[src/design/cff_pkg.sv]
`timescale 1ns / 1ps
// ----------------------------------------------------------------------------
// cff_pkg: console font file parser shared definitions
// Limits, header constants, result and counter types, and the per-byte step
// of the bitmap and unicode table region.
// ----------------------------------------------------------------------------
package cff_pkg;

	localparam int MAX_FILE_BYTES = 32768;
	localparam int MAX_ROWS       = 32;

	localparam logic [16:0] MAX_FILE_B = 17'(MAX_FILE_BYTES);
	localparam logic [7:0]  MAX_ROWS_B = 8'(MAX_ROWS);

	localparam logic [7:0]  PSF_MAGIC0   = 8'h36;
	localparam logic [7:0]  PSF_MAGIC_HI = 8'h04;
	localparam logic [7:0]  MODE_512   = 8'h01;
	localparam logic [7:0]  MODE_TAB   = 8'h02;
	localparam logic [7:0]  MODE_MAX   = 8'h03;
	localparam logic [15:0] TABLE_SEP  = 16'hFFFF;
	localparam logic [15:0] PSF_HDR    = 16'd4;
	localparam logic [15:0] CPI_LEN    = 16'd9780;
	localparam logic [15:0] CPI_OFFSET = 16'd40;
	localparam logic [7:0]  CPI_HEIGHT = 8'd16;
	localparam logic [9:0]  GLYPHS_256 = 10'd256;
	localparam logic [9:0]  GLYPHS_512 = 10'd512;
	localparam logic [13:0] PAIR_MAX   = 14'h3FFF;
	localparam logic [15:0] POS_MAX    = 16'hFFFF;

	typedef enum logic [1:0] {
		KIND_GLYPH,
		KIND_PAIR,
		KIND_ERROR,
		KIND_DONE
	} cff_kind_t;

	typedef enum logic [2:0] {
		ERR_NONE,
		ERR_MODE,
		ERR_PSF_LEN,
		ERR_BARE_SIZE,
		ERR_HEIGHT,
		ERR_TOO_LARGE
	} cff_err_t;

	typedef struct packed {
		cff_kind_t   kind;
		logic [8:0]  glyph_index;
		logic [4:0]  row_index;
		logic [7:0]  bitmap_byte;
		logic [15:0] code_point;
		cff_err_t    error_code;
		logic [5:0]  height_found;
		logic [9:0]  glyphs_found;
		logic [13:0] pairs_found;
		logic        last;
	} cff_res_t;

	typedef struct packed {
		logic [9:0]  glyph_cnt;
		logic [4:0]  row_cnt;
		logic        low_pend;
		logic [7:0]  low_byte;
		logic [13:0] pair_cnt;
		logic [9:0]  table_glyph;
	} cff_ctx_t;

	typedef struct packed {
		logic [5:0]  height;
		logic [9:0]  total;
		logic        has_table;
		logic [15:0] bm_start;
		logic [15:0] bm_end;
	} cff_geom_t;

	typedef struct packed {
		cff_ctx_t ctx;
		logic     hit_v;
		cff_res_t hit;
		logic     done_v;
		cff_res_t done;
	} cff_dstep_t;

	function automatic cff_res_t err_res(cff_err_t code);
		cff_res_t r;
		r = '0;
		r.kind = KIND_ERROR;
		r.error_code = code;
		return r;
	endfunction

	// one byte of the data region at position p
	function automatic cff_dstep_t data_step(cff_ctx_t c, cff_geom_t g, logic [15:0] len,
			logic [15:0] p, logic [7:0] b);
		cff_dstep_t r;
		logic [5:0] row_nx;
		logic [15:0] word;
		r = '0;
		r.ctx = c;
		row_nx = {1'b0, c.row_cnt} + 6'd1;
		word = {b, c.low_byte};
		if (p >= g.bm_start && p < g.bm_end) begin
			r.hit_v = 1'b1;
			r.hit.kind = KIND_GLYPH;
			r.hit.glyph_index = c.glyph_cnt[8:0];
			r.hit.row_index = c.row_cnt;
			r.hit.bitmap_byte = b;
			if (row_nx >= g.height) begin
				r.ctx.row_cnt = '0;
				r.ctx.glyph_cnt = c.glyph_cnt + 10'd1;
			end else begin
				r.ctx.row_cnt = row_nx[4:0];
			end
		end else if (g.has_table && p >= g.bm_end) begin
			if (!c.low_pend) begin
				r.ctx.low_pend = 1'b1;
				r.ctx.low_byte = b;
			end else begin
				r.ctx.low_pend = 1'b0;
				r.ctx.low_byte = '0;
				if (c.table_glyph < g.total) begin
					if (word == TABLE_SEP) begin
						r.ctx.table_glyph = c.table_glyph + 10'd1;
					end else begin
						r.hit_v = 1'b1;
						r.hit.kind = KIND_PAIR;
						r.hit.glyph_index = c.table_glyph[8:0];
						r.hit.code_point = word;
						if (c.pair_cnt < PAIR_MAX) begin
							r.ctx.pair_cnt = c.pair_cnt + 14'd1;
						end
					end
				end
			end
		end
		if ({1'b0, p} + 17'd1 == {1'b0, len}) begin
			r.done_v = 1'b1;
			r.done.kind = KIND_DONE;
			r.done.height_found = g.height;
			r.done.glyphs_found = g.total;
			r.done.pairs_found = r.ctx.pair_cnt;
		end
		return r;
	endfunction

endpackage

[src/design/console_font_file_parser_top.sv]
`timescale 1ns / 1ps
// ----------------------------------------------------------------------------
// console_font_file_parser_top: PSF1 / bare console font file parser
// Decodes a font file one byte per item into glyph bytes, unicode pairs,
// errors and a done summary.
// ----------------------------------------------------------------------------
//  channel       | dir | tdata                          | tuser        | tlast
//  s_axis        | in  | file_byte                      | start_of_file| -
//  m_axis        | out | glyph..pairs (see port)        | kind         | last
//  file_length   | in  | write enable + 16-bit data     | -            | -
//
//  One byte per cycle: a byte goes into an input register, is decoded in the
//  next cycle, and its zero to two results enter a 4-entry result queue.
//  A byte is taken while the queue has room for all of its results; a byte
//  that yields two results can hold input while m_axis drains.
//  A stalled m_axis holds the queue; input stops once the queue cannot fit.
//  Reset clears all counters and returns to the header phase; no clearing pass.
// ----------------------------------------------------------------------------
module console_font_file_parser_top (
	input  logic        clk,
	input  logic        arst_n,
	input  logic        s_axis_tvalid,
	output logic        s_axis_tready,
	input  logic [7:0]  s_axis_tdata,   // [7:0] file_byte
	input  logic [0:0]  s_axis_tuser,   // [0] start_of_file
	output logic        m_axis_tvalid,
	input  logic        m_axis_tready,
	// [8:0] glyph_index, [13:9] row_index, [21:14] bitmap_byte,
	// [37:22] code_point, [40:38] error_code, [46:41] height_found,
	// [56:47] glyphs_found, [70:57] pairs_found, [71] zero
	output logic [71:0] m_axis_tdata,
	output logic [1:0]  m_axis_tuser,   // [1:0] kind
	output logic        m_axis_tlast,
	input  logic        file_length_wr_en,
	input  logic [15:0] file_length_wr_data
);

	typedef enum logic [2:0] {
		PH_HEADER,
		PH_MODE,
		PH_SIZE,
		PH_DATA,
		PH_IDLE
	} phase_t;

	localparam logic [2:0] Q_DEPTH = 3'd4;

	logic [15:0]       file_length_q;
	logic              valid_s1;
	logic              sof_s1;
	logic [7:0]        byte_s1;
	phase_t            phase_q;
	logic [15:0]       pos_q;
	logic [7:0]        held_q;
	cff_pkg::cff_geom_t geom_q;
	cff_pkg::cff_ctx_t  ctx_q;

	cff_pkg::cff_res_t q_mem_q [4];
	logic [1:0]        wr_ptr_q;
	logic [1:0]        rd_ptr_q;
	logic [2:0]        count_q;

	phase_t            cur_phase;
	logic [15:0]       cur_pos;
	logic [7:0]        cur_held;
	cff_pkg::cff_geom_t cur_geom;
	cff_pkg::cff_ctx_t  cur_ctx;

	phase_t            nxt_phase;
	logic [15:0]       nxt_pos;
	logic [7:0]        nxt_held;
	cff_pkg::cff_geom_t nxt_geom;
	cff_pkg::cff_ctx_t  nxt_ctx;

	logic              act;
	logic              magic;
	logic [7:0]        bare_unit;
	logic [15:0]       bare_offset;
	logic              bare_size_bad;
	cff_pkg::cff_err_t bare_err;
	cff_pkg::cff_geom_t geom_bare;
	logic [16:0]       head;
	logic              take_a;
	logic              run_data;
	cff_pkg::cff_dstep_t step_a;
	cff_pkg::cff_dstep_t step_b;
	logic              fail_v;
	cff_pkg::cff_err_t fail_code;

	logic              v0, v1, v2;
	cff_pkg::cff_res_t c0;
	cff_pkg::cff_res_t slot0, slot1, slot2;
	logic [1:0]        n_res;
	logic              advance;
	logic              in_acc;
	logic              pop;
	cff_pkg::cff_res_t q_head;

	assign cur_phase = sof_s1 ? PH_HEADER : phase_q;
	assign cur_pos   = sof_s1 ? '0 : pos_q;
	assign cur_held  = sof_s1 ? '0 : held_q;
	assign cur_geom  = sof_s1 ? '0 : geom_q;
	assign cur_ctx   = sof_s1 ? '0 : ctx_q;
	assign nxt_pos   = (cur_pos != cff_pkg::POS_MAX) ? cur_pos + 16'd1 : cur_pos;

	assign act   = (cur_phase != PH_IDLE) && (cur_pos < file_length_q);
	assign magic = (cur_held == cff_pkg::PSF_MAGIC0) && (byte_s1 == cff_pkg::PSF_MAGIC_HI)
		&& (file_length_q >= cff_pkg::PSF_HDR);

	always_comb begin
		if (file_length_q == cff_pkg::CPI_LEN) begin
			bare_unit = cff_pkg::CPI_HEIGHT;
			bare_offset = cff_pkg::CPI_OFFSET;
			bare_size_bad = 1'b0;
		end else begin
			bare_unit = file_length_q[15:8];
			bare_offset = '0;
			bare_size_bad = (file_length_q[7:0] != 8'd0);
		end
		if (bare_size_bad) begin
			bare_err = cff_pkg::ERR_BARE_SIZE;
		end else if (bare_unit == 8'd0 || bare_unit > cff_pkg::MAX_ROWS_B) begin
			bare_err = cff_pkg::ERR_HEIGHT;
		end else begin
			bare_err = cff_pkg::ERR_NONE;
		end
		geom_bare.height = bare_unit[5:0];
		geom_bare.total = cff_pkg::GLYPHS_256;
		geom_bare.has_table = 1'b0;
		geom_bare.bm_start = bare_offset;
		geom_bare.bm_end = bare_offset + {bare_unit, 8'd0};
	end

	assign head = 17'(cff_pkg::PSF_HDR) + (cur_geom.total[9] ? {byte_s1, 9'd0}
		: {1'b0, byte_s1, 8'd0});

	assign take_a = act && (cur_phase == PH_HEADER) && (cur_pos != 16'd0) && !magic
		&& (bare_err == cff_pkg::ERR_NONE);
	assign run_data = act && (cur_phase == PH_DATA);

	assign step_a = cff_pkg::data_step(cur_ctx, geom_bare, file_length_q, 16'd0, cur_held);
	assign step_b = cff_pkg::data_step(take_a ? step_a.ctx : cur_ctx,
		take_a ? geom_bare : cur_geom, file_length_q, cur_pos, byte_s1);

	always_comb begin
		nxt_phase = cur_phase;
		nxt_held = cur_held;
		nxt_geom = cur_geom;
		nxt_ctx = cur_ctx;
		fail_v = 1'b0;
		fail_code = cff_pkg::ERR_NONE;
		if (act) begin
			unique case (cur_phase)
				PH_HEADER: begin
					if (cur_pos == 16'd0) begin
						if ({1'b0, file_length_q} > cff_pkg::MAX_FILE_B) begin
							fail_v = 1'b1;
							fail_code = cff_pkg::ERR_TOO_LARGE;
						end else if (file_length_q < 16'd2) begin
							fail_v = 1'b1;
							fail_code = bare_err;
						end else begin
							nxt_held = byte_s1;
						end
					end else if (magic) begin
						nxt_phase = PH_MODE;
					end else if (bare_err != cff_pkg::ERR_NONE) begin
						fail_v = 1'b1;
						fail_code = bare_err;
					end else begin
						nxt_geom = geom_bare;
						nxt_phase = PH_DATA;
					end
				end
				PH_MODE: begin
					if (byte_s1 > cff_pkg::MODE_MAX) begin
						fail_v = 1'b1;
						fail_code = cff_pkg::ERR_MODE;
					end else begin
						nxt_geom.total = ((byte_s1 & cff_pkg::MODE_512) != 8'd0)
							? cff_pkg::GLYPHS_512 : cff_pkg::GLYPHS_256;
						nxt_geom.has_table = ((byte_s1 & cff_pkg::MODE_TAB) != 8'd0);
						nxt_phase = PH_SIZE;
					end
				end
				PH_SIZE: begin
					if (head > {1'b0, file_length_q}
							|| (!cur_geom.has_table && head != {1'b0, file_length_q})) begin
						fail_v = 1'b1;
						fail_code = cff_pkg::ERR_PSF_LEN;
					end else if (byte_s1 == 8'd0 || byte_s1 > cff_pkg::MAX_ROWS_B) begin
						fail_v = 1'b1;
						fail_code = cff_pkg::ERR_HEIGHT;
					end else begin
						nxt_geom.height = byte_s1[5:0];
						nxt_geom.bm_start = cff_pkg::PSF_HDR;
						nxt_geom.bm_end = head[15:0];
						nxt_phase = PH_DATA;
					end
				end
				PH_DATA: begin
				end
				default: begin
				end
			endcase
		end
		if (fail_v) begin
			nxt_phase = PH_IDLE;
		end
		if (take_a || run_data) begin
			nxt_ctx = step_b.ctx;
			if (step_b.done_v) begin
				nxt_phase = PH_IDLE;
			end
		end
	end

	// pack results in order: error or first bare byte, then hit, then done
	assign v0 = fail_v || (take_a && step_a.hit_v);
	assign c0 = fail_v ? cff_pkg::err_res(fail_code) : step_a.hit;
	assign v1 = (take_a || run_data) && step_b.hit_v;
	assign v2 = (take_a || run_data) && step_b.done_v;
	assign n_res = {1'b0, v0} + {1'b0, v1} + {1'b0, v2};

	always_comb begin
		slot0 = v0 ? c0 : (v1 ? step_b.hit : step_b.done);
		slot1 = (v0 && v1) ? step_b.hit : step_b.done;
		slot2 = step_b.done;
		slot0.last = (n_res == 2'd1);
		slot1.last = (n_res == 2'd2);
		slot2.last = (n_res == 2'd3);
	end

	assign advance = valid_s1 && ({1'b0, count_q} + {2'b0, n_res} <= {1'b0, Q_DEPTH});
	assign s_axis_tready = !valid_s1 || advance;
	assign in_acc = s_axis_tvalid && s_axis_tready;
	assign pop = m_axis_tvalid && m_axis_tready;

	assign q_head = q_mem_q[rd_ptr_q];
	assign m_axis_tvalid = (count_q != 3'd0);
	assign m_axis_tuser = q_head.kind;
	assign m_axis_tlast = q_head.last;
	assign m_axis_tdata = {1'b0, q_head.pairs_found, q_head.glyphs_found,
		q_head.height_found, q_head.error_code, q_head.code_point,
		q_head.bitmap_byte, q_head.row_index, q_head.glyph_index};

	always_ff @(posedge clk or negedge arst_n) begin
		if (!arst_n) begin
			file_length_q <= '0;
			valid_s1 <= 1'b0;
			sof_s1 <= 1'b0;
			phase_q <= PH_HEADER;
			pos_q <= '0;
			held_q <= '0;
			geom_q <= '0;
			ctx_q <= '0;
			wr_ptr_q <= '0;
			rd_ptr_q <= '0;
			count_q <= '0;
		end else begin
			if (file_length_wr_en) begin
				file_length_q <= file_length_wr_data;
			end
			if (in_acc) begin
				valid_s1 <= 1'b1;
				sof_s1 <= s_axis_tuser[0];
			end else if (advance) begin
				valid_s1 <= 1'b0;
			end
			if (advance) begin
				phase_q <= nxt_phase;
				pos_q <= nxt_pos;
				held_q <= nxt_held;
				geom_q <= nxt_geom;
				ctx_q <= nxt_ctx;
				wr_ptr_q <= wr_ptr_q + n_res;
			end
			if (pop) begin
				rd_ptr_q <= rd_ptr_q + 2'd1;
			end
			count_q <= count_q + (advance ? {1'b0, n_res} : 3'd0) - {2'b0, pop};
		end
	end

	always_ff @(posedge clk) begin
		if (in_acc) begin
			byte_s1 <= s_axis_tdata;
		end
		if (advance && n_res >= 2'd1) begin
			q_mem_q[wr_ptr_q] <= slot0;
		end
		if (advance && n_res >= 2'd2) begin
			q_mem_q[wr_ptr_q + 2'd1] <= slot1;
		end
		if (advance && n_res == 2'd3) begin
			q_mem_q[wr_ptr_q + 2'd2] <= slot2;
		end
	end

`ifndef SYNTHESIS
	a_count_bound: assert property (@(posedge clk) disable iff (!arst_n)
		count_q <= Q_DEPTH)
		else $error("result queue over capacity");

	a_idle_silent: assert property (@(posedge clk) disable iff (!arst_n)
		(advance && !sof_s1 && phase_q == PH_IDLE) |-> n_res == 2'd0)
		else $error("ended file produced a result");

	a_glyph_bound: assert property (@(posedge clk) disable iff (!arst_n)
		(phase_q == PH_DATA) |-> ctx_q.glyph_cnt <= geom_q.total)
		else $error("glyph counter ran past glyph total");

	a_table_bound: assert property (@(posedge clk) disable iff (!arst_n)
		ctx_q.table_glyph <= geom_q.total)
		else $error("table glyph ran past glyph total");

	a_stall_keeps: assert property (@(posedge clk) disable iff (!arst_n)
		(m_axis_tvalid && !m_axis_tready) |=> count_q >= $past(count_q))
		else $error("queued result lost during stall");
`endif

endmodule

[config.mk]
export PLATFORM = sky130hd
export DESIGN_NAME = console_font_file_parser_top
export DESIGN_NICKNAME = d
export VERILOG_FILES = /design/src/design/cff_pkg.sv /design/src/design/console_font_file_parser_top.sv
export SDC_FILE = /design/constraint.sdc
export NUM_CORES = 1
export LEC_CHECK = 0
export ABC_AREA = 1
export BUFFER_PORTS_ARGS = -buffer_cell sky130_fd_sc_hd__buf_2
export CAP_MARGIN = 20
export CORE_MARGIN = 2
export CORE_UTILIZATION = 35
export CTS_CLUSTER_SIZE = 12
export DETAILED_ROUTE_END_ITERATION = 12
export GPL_TIMING_DRIVEN = 0
export PLACE_DENSITY = 0.54
export SLEW_MARGIN = 20
export SYNTH_ARGS = -nofsm -noshare
export SYNTH_HDL_FRONTEND = slang
export SYNTH_SLANG_ARGS = --single-unit
[constraint.sdc]
create_clock -name clk -period 17.52 [get_ports clk]
set_input_delay 2.628 -clock clk [delete_from_list [all_inputs] [get_ports clk]]
set_output_delay 2.628 -clock clk [all_outputs]
set_load 0.01 [all_outputs]
==> run_results.csv, run 1 <==
group,metric,value,unit
run_status,status,"finished, final reports clean",
critical_path,cp-start-kind,"flip-flop",
sta,rsz0062_at_grt,"false",
critical_path,crit_arrival,16.93,ns
critical_path,worst-path-buf-inv,23,
clock_tree,clock_path_buffers,3,
yosys,ys_seq_area_share,39.25,%
power,p_per_area,167.4,nW/µm²
yosys,synthSimpleGateAreaFrac,31.04,%
routing,route.vias.total,29506,
clock_tree,cts-buffers-inserted,54,
yosys,syn-cell-area,28510,µm²
place,routabilityCongestion,0.9648,
finish,fin_cells,5377,
clock_tree,htreeDepth,2,
finish,syn_to_final_growth,13.48,%
routing,viasPerCell,5.487,
sta,max-slew-margin-rel,19.31,%
yosys,synth.distinct_cells,62,
clock_tree,post_cts_buffers,0,
sta,slew_viol_final,0,
sta,fin_crit_sh,94.81,%
critical_path,crit_path_end_kind,"flip-flop",
clock_tree,cts-hold-fix-buffers,0,
sta,finalSetupViolations,0,
floorplan,io_pins,107,
yosys,synth-xor-area-share,1.567,%
place,dp.cells,5276,
critical_path,path_max_fanout,19,
finish,final_nets,4394,
sta,finalHoldViolCount,0,
yosys,ys.flop_type,"dfxtp_1",
grt,grt_max_degree,87,
run,drv_cap,0,
grt,grt_usage,28.43,%
power,p_leak,13.73,nW
clock_tree,cts_resized,0,
finish,layout_commonest_cell,"nand2_1",
clock_tree,path_clk_slew,0.06,ns
sta,finClkSkew,0.04124,ns
sta,hold_slack,0.4615,ns
worst_hold_path,hold_path_class,"flip-flop to flip-flop",
critical_path,path_class,"flip-flop to flip-flop",
grt,overflow,0,
floorplan,die_width,289.4,µm
grt,grt_pass1_vias,27450,
place,port_buffers,105,
routing,dr.pass1.iters,7,
clock_tree,cts_root_buffer,"clkbuf_16",
grt,grt_pass1_wl,178800,µm
floorplan,die-height,289.4,µm
critical_path,cpLargestDelayFamily,"buffers and inverters",
floorplan,start_util,35.40,%
sta,fmax,60.21,MHz
yosys,synth_edf_count,140,
finish,regArea,11190,µm²
routing,drtIter0Drc,3399,
grt,antenna_found_initial,3,
critical_path,cpPeakStageDelay,0.76,ns
sta,period_minus_slack,16.61,ns
clock_tree,clk_latency,0.65,ns
place,dpl.hpwl,89880,µm
finish,layout_common_cells,"1178 x nand2_1, 441 x nor2_1, 372 x o21ai_0",
yosys,yosysTopAreaCell,"nand2_1",
finish,antenna_cells,0,
yosys,syn-instance-count,4103,
floorplan,rows,104,
power,peakVddDrop,0.1146,mV
yosys,synth_top_family_by_area,"simple AND/OR/NAND/NOR gates",
yosys,synthMuxAreaShare,0.03950,%
yosys,synth-adder-area-share,4.029,%
critical_path,slowest_stage,"fa_1",
yosys,synth_async_sr_flop_share,32.74,%
clock_tree,tritoncts,"yes",
yosys,syn_nets,4223,
yosys,synth.top_cell.area_share,15.56,%
floorplan,core_area,80550,µm²
yosys,synth.area.top_cells,"nand2_1 16%, edfxtp_1 15%, dfrtp_1 13%",
yosys,synth_warnings,0,
finish,drive_gt1_share,7.714,%
routing,drc,0,
yosys,synth_compound_area_share,15.64,%
routing,wirelength,120600,µm
critical_path,required,17.84,ns
floorplan,die_area,83760,µm²
sta,worst_pin_slew,1.206,ns
yosys,ys_seq_elements,452,
routing,wire_per_inst,22.43,µm
clock_tree,clock-sinks,452,
routing,drtAntennaViolNets,0,
yosys,syn_area_per_cell,6.949,µm²
finish,multiInputGateArea,14970,µm²
finish,fill_cells,8585,
worst reg2reg max path: cells and delay by family (launching register included):
family	cells	cell delay (ns)
simple gates	25	4.91
fa+ha+maj	5	1.95
flops	1	0.36
buf+inv	23	8.34
xor+xnor	1	0.17
compound gates	3	0.57
synthesized netlist by cell type (all sizes together) (100+ instances only):
| library cell | count |
|---|---|
| a21oi | 156 |
| nand4 | 100 |
| nand3 | 272 |
| dfxtp | 164 |
| nor2 | 455 |
| o22ai | 110 |
| edfxtp | 140 |
| nand2 | 1196 |
| inv | 359 |
| dfrtp | 148 |
| o21ai | 391 |
| clkbuf | 175 |
per-stage QoR:
| step | power, W | area [µm²] | TNS, ns | util (%) | setup WS [ns] |
|---|---|---|---|---|---|
| after floorplan | 0.003014 | 28510 | 0 | - | 6.427 |
| after global placement | 0.004195 | 30360 | -45.50 | 37.69 | -0.8229 |
| after detailed placement | 0.004217 | 30530 | 0 | 37.91 | 0.1016 |
| after CTS | 0.005364 | 32310 | 0 | 40.11 | 0.05401 |
| after global routing | 0.005685 | 32350 | 0 | 40.17 | 0.1759 |
| final | 0.005417 | 32350 | 0 | 40.17 | 0.9101 |
sequential cells by signal, summed over array words and instances, names as in the netlist:
signal and flops:
held_q 8, wr_ptr_q 2, pos_q 16, rd_ptr_q 2, byte_s1 8, valid_s1 1, phase_q 3, q_mem_q 296
count_q 3, geom_q 49, ctx_q 47, sof_s1 1, file_length_q 16
path summary, 6_finish.rpt:
check                                         end  cells after the start            from  slack (ns)
worst min-delay path               q_mem_q[2][34]                      2  q_mem_q[2][34]        0.46
min in group asynchronous               ctx_q[20]                      1          arst_n        1.95
worst max register to register     q_mem_q[3][12]                     57          sof_s1        0.91
max in group asynchronous       file_length_q[13]                      2          arst_n       14.69
worst min register to register     q_mem_q[2][34]                      2  q_mem_q[2][34]        0.46
worst max-delay path               q_mem_q[3][12]                     57          sof_s1        0.91
metal layers:
| layer | share of wire (%) | GRT usage [%] |
|---|---|---|
| met1 | 42 | 38.18 |
| met2 | 45 | 44.99 |
| met3 | 8.5 | 4.551 |
| met4 | 4.7 | 12.67 |
| met5 | 0.022 | 0 |
kinds of logic after synthesis:
group	count (synthesis)
simple gates	2103
compound gates	789
buf+inv	616
flops	452
fa+ha+maj	90
xor+xnor	51
other cells	1
mux	1
report_power, final:
group	total (W)	switching [W]	internal (W)
Sequential	0.00135	0.0000877	0.00127
Combinational	0.00291	0.00221	0.000701
Clock	0.00115	0.000504	0.000649
Total	0.00542	0.00280	0.00262
layout make-up:
| type | instances | share of cell area [%] |
|---|---|---|
| multi-input cells | 3035 | 46.28 |
| inverters | 372 | 4.316 |
| plain buffers | 244 | 3.102 |
| flip-flops and latches | 452 | 34.59 |
| repair buffers | 115 | 2.142 |
| clock inverters | 20 | 0.5376 |
| well taps | 1060 | 4.099 |
| clock buffers | 79 | 4.939 |
No activity file was read; power rests on OpenSTA's default activity.
==> run 2: changes to the inputs <==
BUFFER_PORTS_ARGS = default   (was -buffer_cell sky130_fd_sc_hd__buf_2)
DONT_BUFFER_PORTS = 1   (was default)
PLACE_DENSITY = 0.53   (was 0.54)
==> run_results.csv, run 2 (synthesized netlist as in run 1, its figures left out) <==
group,metric,value,unit
clock_tree,clk_latency,0.68,ns
place,dpl.hpwl,89580,µm
clock_tree,htreeDepth,2,
floorplan,die_area,83760,µm²
floorplan,die_width,289.4,µm
critical_path,regToRegStartpoint,"sof_s1",
clock_tree,cts_root_buffer,"clkbuf_16",
clock_tree,tritoncts,"yes",
clock_tree,cts-buffers-inserted,56,
sta,max-slew-margin-rel,24.09,%
place,place_area,29960,µm²
critical_path,crit_path_start,"sof_s1",
place,dp_slack,0.4983,ns
floorplan,die-height,289.4,µm
clock_tree,path_clk_slew,0.06,ns
power,p_total,0.005292,W
sta,slew_viol_final,0,
sta,rsz0062_at_grt,"false",
routing,wirelength,121100,µm
routing,viasPerCell,5.538,
floorplan,core_area,80550,µm²
place,routabilityCongestion,0.9638,
critical_path,path_max_fanout,18,
finish,antenna_cells,0,
grt,overflow,0,
routing,wire_per_inst,22.99,µm
routing,drtAntennaViolNets,0,
finish,syn_to_final_growth,11.40,%
floorplan,rows,104,
grt,antenna_found_initial,3,
critical_path,required,17.84,ns
run,drv_cap,0,
finish,layout_commonest_cell,"nand2_1",
finish,layout_common_cells,"1178 x nand2_1, 441 x nor2_1, 371 x o21ai_0",
power,p_leak,13.24,nW
sta,finalSetupViolations,0,
finish,final_nets,4286,
sta,period_minus_slack,16.87,ns
routing,route.vias.total,29168,
critical_path,path_class,"flip-flop to flip-flop",
power,p_per_area,166.6,nW/µm²
routing,drtIter0Drc,3101,
critical_path,reg2reg_depth,57,
finish,final_cell_area,31760,µm²
sta,worst_pin_slew,1.134,ns
place,dp.cells,5168,
power,peakVddDrop,0.1236,mV
sta,finalHoldViolCount,0,
critical_path,cpPeakStageDelay,0.76,ns
grt,grt_usage,28.35,%
clock_tree,clock_path_buffers,3,
floorplan,start_util,35.40,%
grt,grt_pass1_wl,177800,µm
critical_path,rr_endpoint,"q_mem_q[3][6]",
critical_path,crit_path_end_kind,"flip-flop",
clock_tree,post_cts_buffers,0,
critical_path,slowest_stage,"fa_1",
critical_path,rrSetupSlack,0.65,ns
clock_tree,clock-sinks,452,
worst_hold_path,hold_path_class,"flip-flop to flip-flop",
grt,grt_pass1_vias,27272,
critical_path,crit_arrival,17.19,ns
sta,setup_slack,0.6493,ns
finish,reg_top3,"q_mem_q x296, geom_q x49, ctx_q x47",
finish,drive_gt1_share,5.206,%
finish,fin_cells,5267,
routing,drc,0,
sta,hold_slack,0.4595,ns
critical_path,cp-start-kind,"flip-flop",
finish,largest_reg_flops,296,
critical_path,crit_end,"q_mem_q[3][6]",
routing,dr.pass1.iters,6,
run_status,status,"finished, final reports clean",
floorplan,io_pins,107,
finish,max_flop_register,"q_mem_q",
clock_tree,cts-hold-fix-buffers,0,
sta,fin_crit_sh,96.29,%
sta,fmax,59.27,MHz
place,port_buffers,0,
sta,finClkSkew,0.06833,ns
grt,grt_max_degree,149,
run 2: final cells by class:
type                       count  area, µm²
clock buffer                  76       1526
timing repair buffer           5      95.09
clock inverter                23      259.0
sequential                   452      11190
tap                         1060       1326
fill                        8632      48790
multi-input combinational   3035      14960
buffer                       244       1003
inverter                     372       1396
run 2: worst min path at each step:
| stage | from | endpoint | slack [ns] | depth (start not counted) |
|---|---|---|---|---|
| floorplan | q_mem_q[1][34] | q_mem_q[1][34] | 0.44 | 2 |
| global placement | q_mem_q[1][44] | q_mem_q[1][44] | 0.45 | 2 |
| detailed placement | q_mem_q[1][38] | q_mem_q[1][38] | 0.45 | 2 |
| CTS | q_mem_q[1][38] | q_mem_q[1][38] | 0.46 | 2 |
| global route | q_mem_q[2][40] | q_mem_q[2][40] | 0.48 | 2 |
| finish | q_mem_q[1][38] | q_mem_q[1][38] | 0.46 | 2 |
run 2: what timing repair did:
action                     in CTS  in global routing
hold endpoints to repair        0                  0
setup endpoints to repair       0                 33
resized for setup               0                  2
run 2: stage by stage:
step / TNS [ns] / utilization [%]
after floorplan: 0 / -
after global placement: -17.52 / 37.04
after detailed placement: 0 / 37.20
after CTS: 0 / 39.41
after global routing: 0 / 39.43
final: 0 / 39.43
run 2: worst max-delay path: cells and delay by family (launching register included):
| kind | cells | cell delay (ns) |
|---|---|---|
| buf+inv | 23 | 8.33 |
| simple gates | 25 | 4.90 |
| flops | 1 | 0.36 |
| fa+ha+maj | 5 | 1.92 |
| compound gates | 3 | 0.77 |
| xor+xnor | 1 | 0.16 |
run 2: power by group:
group / total (W) / switching (W) / internal, W
registers: 0.00135 / 0.0000867 / 0.00127
clock network: 0.00117 / 0.000512 / 0.000656
logic: 0.00277 / 0.00216 / 0.000613
total: 0.00529 / 0.00276 / 0.00253
run 2: layer usage:
metal | up-vias | global-route usage [%] | routed length [µm]
met4 | 2 | 12.16 | 5512
met5 | - | 0 | 7
met3 | 274 | 4.787 | 9718
met1 | 13827 | 37.43 | 51330
met2 | 1278 | 45.70 | 54500
li1 | 13787 | - | -
